==> src/design/integer_key_sorter_core_assert.svh <==
// Assertion macros used by the integer key sorter top level.
// Needs no package; each macro takes its clock and active-low reset as arguments.
`ifndef INTEGER_KEY_SORTER_CORE_ASSERT_SVH
`define INTEGER_KEY_SORTER_CORE_ASSERT_SVH

`ifndef ASSERT_OFF

// Check a property on every rising clock edge outside reset.
`define IKS_ASSERT(lbl, clk, rst_n, prop, msg) \
    lbl: assert property (@(posedge clk) disable iff (!rst_n) (prop)) else $error(msg);

// Check that a condition never holds on a rising clock edge outside reset.
`define IKS_NEVER(lbl, clk, rst_n, cond, msg) \
    lbl: assert property (@(posedge clk) disable iff (!rst_n) !(cond)) else $error(msg);

`else

`define IKS_ASSERT(lbl, clk, rst_n, prop, msg)
`define IKS_NEVER(lbl, clk, rst_n, cond, msg)

`endif

`endif

==> src/design/iks_pkg.sv <==
// Package for the integer key sorter: payload types, the cell link record,
// cell control and the state type. Depends on nothing.
`timescale 1ns / 1ps
`default_nettype none

package iks_pkg;

    localparam int KEY_W = 32;
    localparam int TAG_W = 16;

    typedef logic signed [KEY_W-1:0] key_t;
    typedef logic [TAG_W-1:0]        tag_t;

    // What one cell shows its neighbors.
    typedef struct packed {
        logic valid;
        logic greater;
        key_t key;
        tag_t tag;
    } link_t;

    // Per-cycle command broadcast to every cell.
    typedef struct packed {
        logic insert;
        logic shift_out;
    } cell_ctrl_t;

    typedef enum logic {
        ST_LOAD,
        ST_EMIT
    } iks_state_t;

    // Left neighbor seen by the first cell: occupied and never larger.
    localparam link_t HEAD_LINK = '{valid: 1'b1, greater: 1'b0, key: '0, tag: '0};
    // Right neighbor seen by the last cell: empty.
    localparam link_t TAIL_LINK = '{valid: 1'b0, greater: 1'b0, key: '0, tag: '0};

endpackage

`default_nettype wire

==> src/design/iks_cell.sv <==
// One storage cell of the sorting chain: holds one entry and a valid bit.
// Depends on iks_pkg.
`timescale 1ns / 1ps
`default_nettype none

module iks_cell
    import iks_pkg::*;
(
    input  wire logic       clk,
    input  wire logic       rst_n,
    input  wire cell_ctrl_t ctrl,
    input  wire key_t       new_key,
    input  wire tag_t       new_tag,
    input  wire link_t      left,
    input  wire link_t      right,
    output link_t           self
);

    logic valid_reg, valid_next;
    key_t key_reg, key_next;
    tag_t tag_reg, tag_next;
    logic greater;

    // A stored key larger than the incoming one must move up a place.
    assign greater = valid_reg && (key_reg > new_key);

    assign self = '{valid: valid_reg, greater: greater, key: key_reg, tag: tag_reg};

    // Shift left while emitting; on insert, take the left neighbor if it moves
    // up, or the new item if this is its slot.
    always_comb
    begin
        valid_next = valid_reg;
        key_next   = key_reg;
        tag_next   = tag_reg;
        if (ctrl.shift_out)
        begin
            valid_next = right.valid;
            key_next   = right.key;
            tag_next   = right.tag;
        end
        else if (ctrl.insert && (greater || !valid_reg))
        begin
            if (left.greater)
            begin
                valid_next = 1'b1;
                key_next   = left.key;
                tag_next   = left.tag;
            end
            else if (left.valid)
            begin
                valid_next = 1'b1;
                key_next   = new_key;
                tag_next   = new_tag;
            end
        end
    end

    // Valid bit.
    always_ff @(posedge clk or negedge rst_n)
    begin
        if (!rst_n)
        begin
            valid_reg <= 1'b0;
        end
        else
        begin
            valid_reg <= valid_next;
        end
    end

    // Payload.
    always_ff @(posedge clk)
    begin
        key_reg <= key_next;
        tag_reg <= tag_next;
    end

endmodule

`default_nettype wire

==> src/design/iks_chain.sv <==
// Row of sorting cells, each linked to both neighbors.
// Depends on iks_pkg and iks_cell.
`timescale 1ns / 1ps
`default_nettype none

module iks_chain
    import iks_pkg::*;
#(
    parameter int DEPTH = 32
)
(
    input  wire logic       clk,
    input  wire logic       rst_n,
    input  wire cell_ctrl_t ctrl,
    input  wire key_t       new_key,
    input  wire tag_t       new_tag,
    output key_t            head_key,
    output tag_t            head_tag
);

    link_t links [DEPTH];

    // Build the row; the ends see fixed neighbor records.
    for (genvar i = 0; i < DEPTH; i++)
    begin : g_cell
        link_t left_link;
        link_t right_link;

        if (i == 0)
        begin : g_first
            assign left_link = HEAD_LINK;
        end
        else
        begin : g_mid_left
            assign left_link = links[i-1];
        end

        if (i == DEPTH - 1)
        begin : g_last
            assign right_link = TAIL_LINK;
        end
        else
        begin : g_mid_right
            assign right_link = links[i+1];
        end

        iks_cell u_cell (
            .clk     (clk),
            .rst_n   (rst_n),
            .ctrl    (ctrl),
            .new_key (new_key),
            .new_tag (new_tag),
            .left    (left_link),
            .right   (right_link),
            .self    (links[i])
        );
    end

    // The smallest key always sits in the first cell.
    assign head_key = links[0].key;
    assign head_tag = links[0].tag;

endmodule

`default_nettype wire

==> src/design/integer_key_sorter_core.sv <==
// Top level of the integer key sorter: control, fill count and result registers.
// Depends on iks_pkg, iks_chain and integer_key_sorter_core_assert.svh.
`timescale 1ns / 1ps
`default_nettype none

`include "integer_key_sorter_core_assert.svh"

// Stable sorter of signed 32-bit keys with 16-bit tags, up to DEPTH entries.
// While loading, an item is taken every cycle that start is high and busy is
// low; each item is placed in sorted order by a row of DEPTH cells in the same
// cycle. An item with final_entry set (stored too, unless the row is full)
// starts the run: busy is high while the row shifts out all stored entries,
// one entry per cycle. Each result is loaded into the result registers on
// its emit step and shown one per cycle on result_valid,
// with run_end on the last; a new item can be taken in the cycle that shows
// the last result. Results cannot be held off, so the receiver must take each
// one in its cycle. Items arriving while the row is full are discarded and
// dropped is set on every result of that run.
module integer_key_sorter_core
    import iks_pkg::*;
#(
    parameter int DEPTH = 32
)
(
    input  wire logic clk,
    input  wire logic rst_n,
    input  wire logic start,
    output logic      busy,
    input  wire key_t sort_key,
    input  wire tag_t entry_tag,
    input  wire logic final_entry,
    output logic      result_valid,
    output key_t      sorted_key,
    output tag_t      sorted_tag,
    output logic      run_end,
    output logic      dropped
);

    localparam int CNT_W = $clog2(DEPTH + 1);

    iks_state_t state_reg, state_next;
    logic [CNT_W-1:0] count_reg, count_next;
    logic overflow_reg, overflow_next;
    logic accept;
    logic full;
    logic last_out;
    cell_ctrl_t ctrl;
    key_t head_key;
    tag_t head_tag;

    logic valid_reg;
    key_t key_reg;
    tag_t tag_reg;
    logic end_reg;
    logic drop_reg;

    assign full     = (count_reg == CNT_W'(DEPTH));
    assign last_out = (count_reg == CNT_W'(1));

    // Next state.
    always_comb
    begin
        state_next = state_reg;
        unique case (state_reg)
            ST_LOAD:
            begin
                if (start && final_entry)
                begin
                    state_next = ST_EMIT;
                end
            end
            ST_EMIT:
            begin
                if (last_out)
                begin
                    state_next = ST_LOAD;
                end
            end
            default:
            begin
                state_next = ST_LOAD;
            end
        endcase
    end

    // State outputs: handshake and cell commands.
    always_comb
    begin
        busy           = 1'b0;
        ctrl.insert    = 1'b0;
        ctrl.shift_out = 1'b0;
        unique case (state_reg)
            ST_LOAD:
            begin
                ctrl.insert = start && !full;
            end
            ST_EMIT:
            begin
                busy           = 1'b1;
                ctrl.shift_out = 1'b1;
            end
            default:
            begin
                busy = 1'b0;
            end
        endcase
    end

    assign accept = start && !busy;

    // Fill count and overflow flag.
    always_comb
    begin
        count_next    = count_reg;
        overflow_next = overflow_reg;
        if (ctrl.insert)
        begin
            count_next = count_reg + CNT_W'(1);
        end
        else if (ctrl.shift_out)
        begin
            count_next = count_reg - CNT_W'(1);
        end
        if (accept && full)
        begin
            overflow_next = 1'b1;
        end
        else if (ctrl.shift_out && last_out)
        begin
            overflow_next = 1'b0;
        end
    end

    // Control registers.
    always_ff @(posedge clk or negedge rst_n)
    begin
        if (!rst_n)
        begin
            state_reg    <= ST_LOAD;
            count_reg    <= '0;
            overflow_reg <= 1'b0;
            valid_reg    <= 1'b0;
        end
        else
        begin
            state_reg    <= state_next;
            count_reg    <= count_next;
            overflow_reg <= overflow_next;
            valid_reg    <= ctrl.shift_out;
        end
    end

    // Result payload registers.
    always_ff @(posedge clk)
    begin
        if (ctrl.shift_out)
        begin
            key_reg  <= head_key;
            tag_reg  <= head_tag;
            end_reg  <= last_out;
            drop_reg <= overflow_reg;
        end
    end

    iks_chain #(
        .DEPTH (DEPTH)
    ) u_chain (
        .clk      (clk),
        .rst_n    (rst_n),
        .ctrl     (ctrl),
        .new_key  (sort_key),
        .new_tag  (entry_tag),
        .head_key (head_key),
        .head_tag (head_tag)
    );

    assign result_valid = valid_reg;
    assign sorted_key   = key_reg;
    assign sorted_tag   = tag_reg;
    assign run_end      = end_reg;
    assign dropped      = drop_reg;

    // A result appears only in the cycle after an emit step.
    `IKS_ASSERT(a_result_after_emit, clk, rst_n, result_valid |-> $past(ctrl.shift_out), "result without emit step")
    // The row is never asked to shift out when it holds nothing.
    `IKS_NEVER(a_emit_empty, clk, rst_n, ctrl.shift_out && (count_reg == '0), "emit with empty row")
    // Inserting into a full row would lose the last entry.
    `IKS_NEVER(a_insert_full, clk, rst_n, ctrl.insert && full, "insert into full row")
    // The last emit step leaves the row empty and ready for a new set.
    `IKS_ASSERT(a_emit_clears, clk, rst_n, (ctrl.shift_out && last_out) |=> (count_reg == '0) && !overflow_reg && !busy, "run end did not clear state")

endmodule

`default_nettype wire
==> config.mk <==
export PLATFORM = sky130hd
export DESIGN_NAME = integer_key_sorter_core
export DESIGN_NICKNAME = d
export VERILOG_FILES = /design/src/design/iks_pkg.sv /design/src/design/iks_cell.sv /design/src/design/iks_chain.sv /design/src/design/integer_key_sorter_core.sv
export VERILOG_INCLUDE_DIRS = /design/src /design/src/design
export SDC_FILE = /design/constraint.sdc
export NUM_CORES = 2
export LEC_CHECK = 0
export ABC_CLOCK_PERIOD_IN_PS = 6700
export BUFFER_PORTS_ARGS = -buffer_cell sky130_fd_sc_hd__buf_2
export CAP_MARGIN = 40
export CORE_AREA = 3 3 431 433
export DETAILED_ROUTE_END_ITERATION = 12
export DIE_AREA = 0 0 434 436
export HOLD_SLACK_MARGIN = 0.02
export PLACE_DENSITY = 0.8
export RECOVER_POWER = 25
export SKIP_LAST_GASP = 1
export SLEW_MARGIN = 20
export SYNTH_ARGS = -nofsm -noshare
export SYNTH_HDL_FRONTEND = slang
export SYNTH_HIERARCHICAL = 1
export SYNTH_SLANG_ARGS = --single-unit
==> constraint.sdc <==
create_clock -name clk -period 6.7 [get_ports clk]
set_input_delay 0.335 -clock clk [delete_from_list [all_inputs] [get_ports clk]]
set_output_delay 0.335 -clock clk [all_outputs]
set_load 0.02 [all_outputs]
Word level (Yosys, flattened, before mapping)
Cells that the tools add are included.
{"block": "classes", "n_addsub": 2, "multipliers": 0, "div": 0, "order_cmp": 32, "eq_ne": 2, "shift": 0, "mux": 383, "bitwise_logic": 1, "reduce_logical": 233}
{"cell": "$mux W32", "n": 124}
{"cell": "$mux W16", "n": 124}
{"cell": "$gt A32 B32 Y1", "n": 32}
{"cell": "$mux W1", "n": 132}
{"cell": "$reduce_bool A3 Y1", "n": 31}
{"cell": "$reduce_bool A2 Y1", "n": 35}
{"cell": "$logic_and A1 B1 Y1", "n": 69}
{"cell": "$reduce_and A2 Y1", "n": 32}
{"cell": "$logic_not A1 Y1", "n": 34}
{"cell": "$logic_or A1 B1 Y1", "n": 32}
{"cell": "$mux W6", "n": 2}
{"cell": "$add A6 B1 Y6 const B", "n": 1}
{"cell": "$eq A6 B1 Y1 const B", "n": 1}
{"cell": "$eq A6 B6 Y1 const B", "n": 1}
{"cell": "$sub A6 B1 Y6 const B", "n": 1}
{"cell": "$pmux W1 S2", "n": 1}
{"cell": "$not A1 Y1", "n": 1}
{"block": "totals", "ff_bits": 1627, "latchBits": 0, "mem_bits_rw": 0, "mem_bits_ro": 0, "inputBits": 52, "out_inout_bits": 52, "wordCells": 757, "n_memories": 0}

Longest topological paths before layout
{"block": "depth", "ltp_word": 7, "mapped_depth": 14, "mapped_depth_nobuf": 12}

Cells and area by module
Netlist, hierarchy kept.
{"module": "iks_cell (u_chain.g_cell[0].u_cell ...)", "n_inst": 28, "cells_each": 337, "area_each_um2": 3345.7, "seq_area_each_um2": 1466.4}
{"module": "iks_cell (u_chain.g_cell[6].u_cell ...)", "n_inst": 4, "cells_each": 336, "area_each_um2": 3383.2, "seq_area_each_um2": 1466.4}
{"module": "integer_key_sorter_core", "n_inst": 1, "cells_each": 105, "area_each_um2": 2050.7, "seq_area_each_um2": 1726.7}
{"module": "iks_chain", "n_inst": 1, "cells_each": 2, "area_each_um2": 7.5, "seq_area_each_um2": 0.0}

Worst setup path before layout
OpenSTA, ideal clock, no wires.
{"block": "synth_path", "path_kind": "register -> register", "start": "reg state_reg", "end": "reg u_chain.g_cell[0].u_cell.key_reg[0], enable pin", "setup_time_ns": 0.483, "arrival_ns": 5.682, "required_ns": 6.217, "path_slack_ns": 0.536, "path_stages_with_launch": 5, "n_path_buf": 0, "period_less_slack_ns": 6.164, "cell_sequence": "dfrtp_1 > nand2b_1 > nor2_1 > o21ai_0 > o41ai_2"}
{"element": "start, declared", "line": "integer_key_sorter_core.sv:41", "rtl": "iks_state_t state_reg, state_next;"}
{"element": "start signal, assigned", "line": "integer_key_sorter_core.sv:146", "rtl": "state_reg <= state_next;"}
{"element": "end signal, assigned", "line": "iks_cell.sv:75", "rtl": "key_reg <= key_next;"}
{"element": "end, declared", "line": "iks_cell.sv:20", "rtl": "key_t key_reg, key_next;"}

==> results.sh <==
export IMPL_slew_violations=841
export IMPL_path_clk_slew_ns=0.06
export IMPL_via_per_inst=6.27
export IMPL_area_delta_synth_final_pct=8.65
export IMPL_wl_mm=301
export IMPL_hold_class="primary input to flip-flop"
export IMPL_leakage_nw=55.4
export IMPL_finalHoldViolCount=0
export IMPL_arrival_ns=6.28
export IMPL_start_kind="primary input"
export IMPL_syn_inst=10900
export IMPL_nets=12100
export IMPL_grt_setup_unrepaired="no"
export IMPL_dpl_instance_area_um2=113000
export IMPL_layout_drive_gt1_share_pct=6.57
export IMPL_maxCapViolCount=17
export IMPL_violations="max-capacitance violations, max-slew violations"
export IMPL_worst_pin_slew_ns=3.06
export IMPL_fp_coreArea_um2=182000
export IMPL_root_buffer="clkbuf_16"
export IMPL_ctsHtreeMaxLevel=4
export IMPL_numCtsBuffers=177
export IMPL_io_pins=104
export IMPL_tns_ns=0
export IMPL_dp_cells=13100
export IMPL_port_buffers=103
export IMPL_finalSetupViolations=0
export IMPL_gp_congestion=0.969
export IMPL_antenna_found_initial=4
export IMPL_grt_max_degree=278
export IMPL_worstSkewPairLatency_ns=0.85
export IMPL_max_slew_margin_pct=-104
export IMPL_initial_core_util_pct=59.9
export IMPL_final_core_util_pct=65.0
export IMPL_drc=0
export IMPL_ys_warn_count=6
export IMPL_grt_pass1_vias=84100
export IMPL_die_x_um=434
export IMPL_place_ws_ns=1.41
export IMPL_p_per_area_nw_per_um2=554
export IMPL_fmax_ghz=0.172
export IMPL_largest_reg_flops=1024
export IMPL_min_period_ns=5.81
export IMPL_antenna_left=0
export IMPL_finClkSkew_ns=0.0388
export IMPL_via_count=84700
export IMPL_dp_hpwl_mm=216
export IMPL_post_cts_resized=0
export IMPL_grt_util_all_layers_pct=30.9
export IMPL_synth_area_um2=109000
export IMPL_grt_pass1_wl_mm=467
export IMPL_final_setup_worst_slack_ns=0.885
export IMPL_die_area_um2=189000
export IMPL_clock_sinks=1627
export IMPL_cts_buffer_depth=3
export IMPL_vdd_ir_drop_worst_mv=0.561
export IMPL_worstPathRequired_ns=7.17
export IMPL_grt_remaining_overflow=0
export IMPL_routedWlPerCell_um=22.3
export IMPL_syn_area_per_cell_um2=10.0
export IMPL_drt_initial_drc_count=9651
export IMPL_cts_tree="built"
export IMPL_status="finished with violations"
export IMPL_die_height_um=436
export IMPL_stdcell_area_um2=119000
export IMPL_fin_crit_sh_pct=86.8
export IMPL_dr_pass1_iters=7
export IMPL_rows=157
export IMPL_final_cells=13500
export IMPL_end_kind="flip-flop"
export IMPL_critPathKind="primary input to flip-flop"
export IMPL_crit_path_max_fanout=26
[area by class of cell]
type | instances | area [um2]
diodes | 5 | 12.5
fillers | 13700 | 63800
clock buffers | 233 | 4820
repair buffers | 419 | 3450
flip-flops and latches | 1627 | 48700
clock inverters | 97 | 813
inverters | 1056 | 3960
well taps | 2385 | 2980
multi-input cells | 7690 | 54000
[stage by stage]
stage          power (W)  hold slack [ns]
2_1_floorplan     0.0460           0.0394
3_3_place_gp      0.0529            0.437
5_1_grt           0.0698           0.0342
4_1_cts           0.0649           0.0232
3_5_place_dp      0.0550            0.438
6_report          0.0658           0.0216
[what timing repair did]
| item | CTS | global route |
|---|---|---|
| hold buffers | 4 | 2 |
| endpoints found under the hold margin | 45 | 5 |
| setup buffers | 0 | 0 |
[layer usage]
metal	up-vias	GRT usage, %	routed length (um)
met1	40400	39.3	118000
met3	1041	5.01	23900
met4	2	19.8	21200
met5	-	0	17
li1	39100	-	-
met2	4274	49.1	138000
[path summary, 6_finish.rpt]
check                                                     from                                    end  slack, ns  depth (start not counted)
hold / removal                                     sort_key[1]   u_chain/g_cell[26].u_cell/key_reg[1]       0.02                          3
max in group asynchronous                                rst_n                           overflow_reg       2.77                          5
hold reg to reg            u_chain/g_cell[0].u_cell/tag_reg[7]                          sorted_tag[7]       0.47                          0
min in group asynchronous                                rst_n    u_chain/g_cell[28].u_cell/valid_reg       0.60                          4
setup reg to reg                                     state_reg    u_chain/g_cell[0].u_cell/tag_reg[6]       1.22                          6
setup / recovery                                  sort_key[30]  u_chain/g_cell[28].u_cell/key_reg[17]       0.89                         14
[critical path, cell delays in order]
cell,delay (ns)
buf_2,0.63
clkbuf_1,0.92
inv_1,0.12
ha_1,0.35
nand4_1,0.16
nor4_2,0.43
nand2_1,0.18
nor3_1,0.21
nor3_1,0.14
nor4b_4,0.29
clkbuf_1,1.63
buf_12,0.31
mux2i_1,0.33
o21ai_0,0.14
[power by group]
part,switching (W),internal [W]
clock,0.00422,0.00545
combinational,0.0188,0.0125
sequential,0.00494,0.0200
[cells in the final DEF, fill, tap and decap left out, drive strengths merged, types with 84 or more instances in the layout]
cell,n
nand2,1848
o21ai,1710
edfxtp,1586
mux2i,1538
inv,1062
ha,1027
a21oi,504
clkbuf,338
buf,301
nand4,202
nor2,164
conb,99
a21o,84
Power figures use the tool's default switching activity.
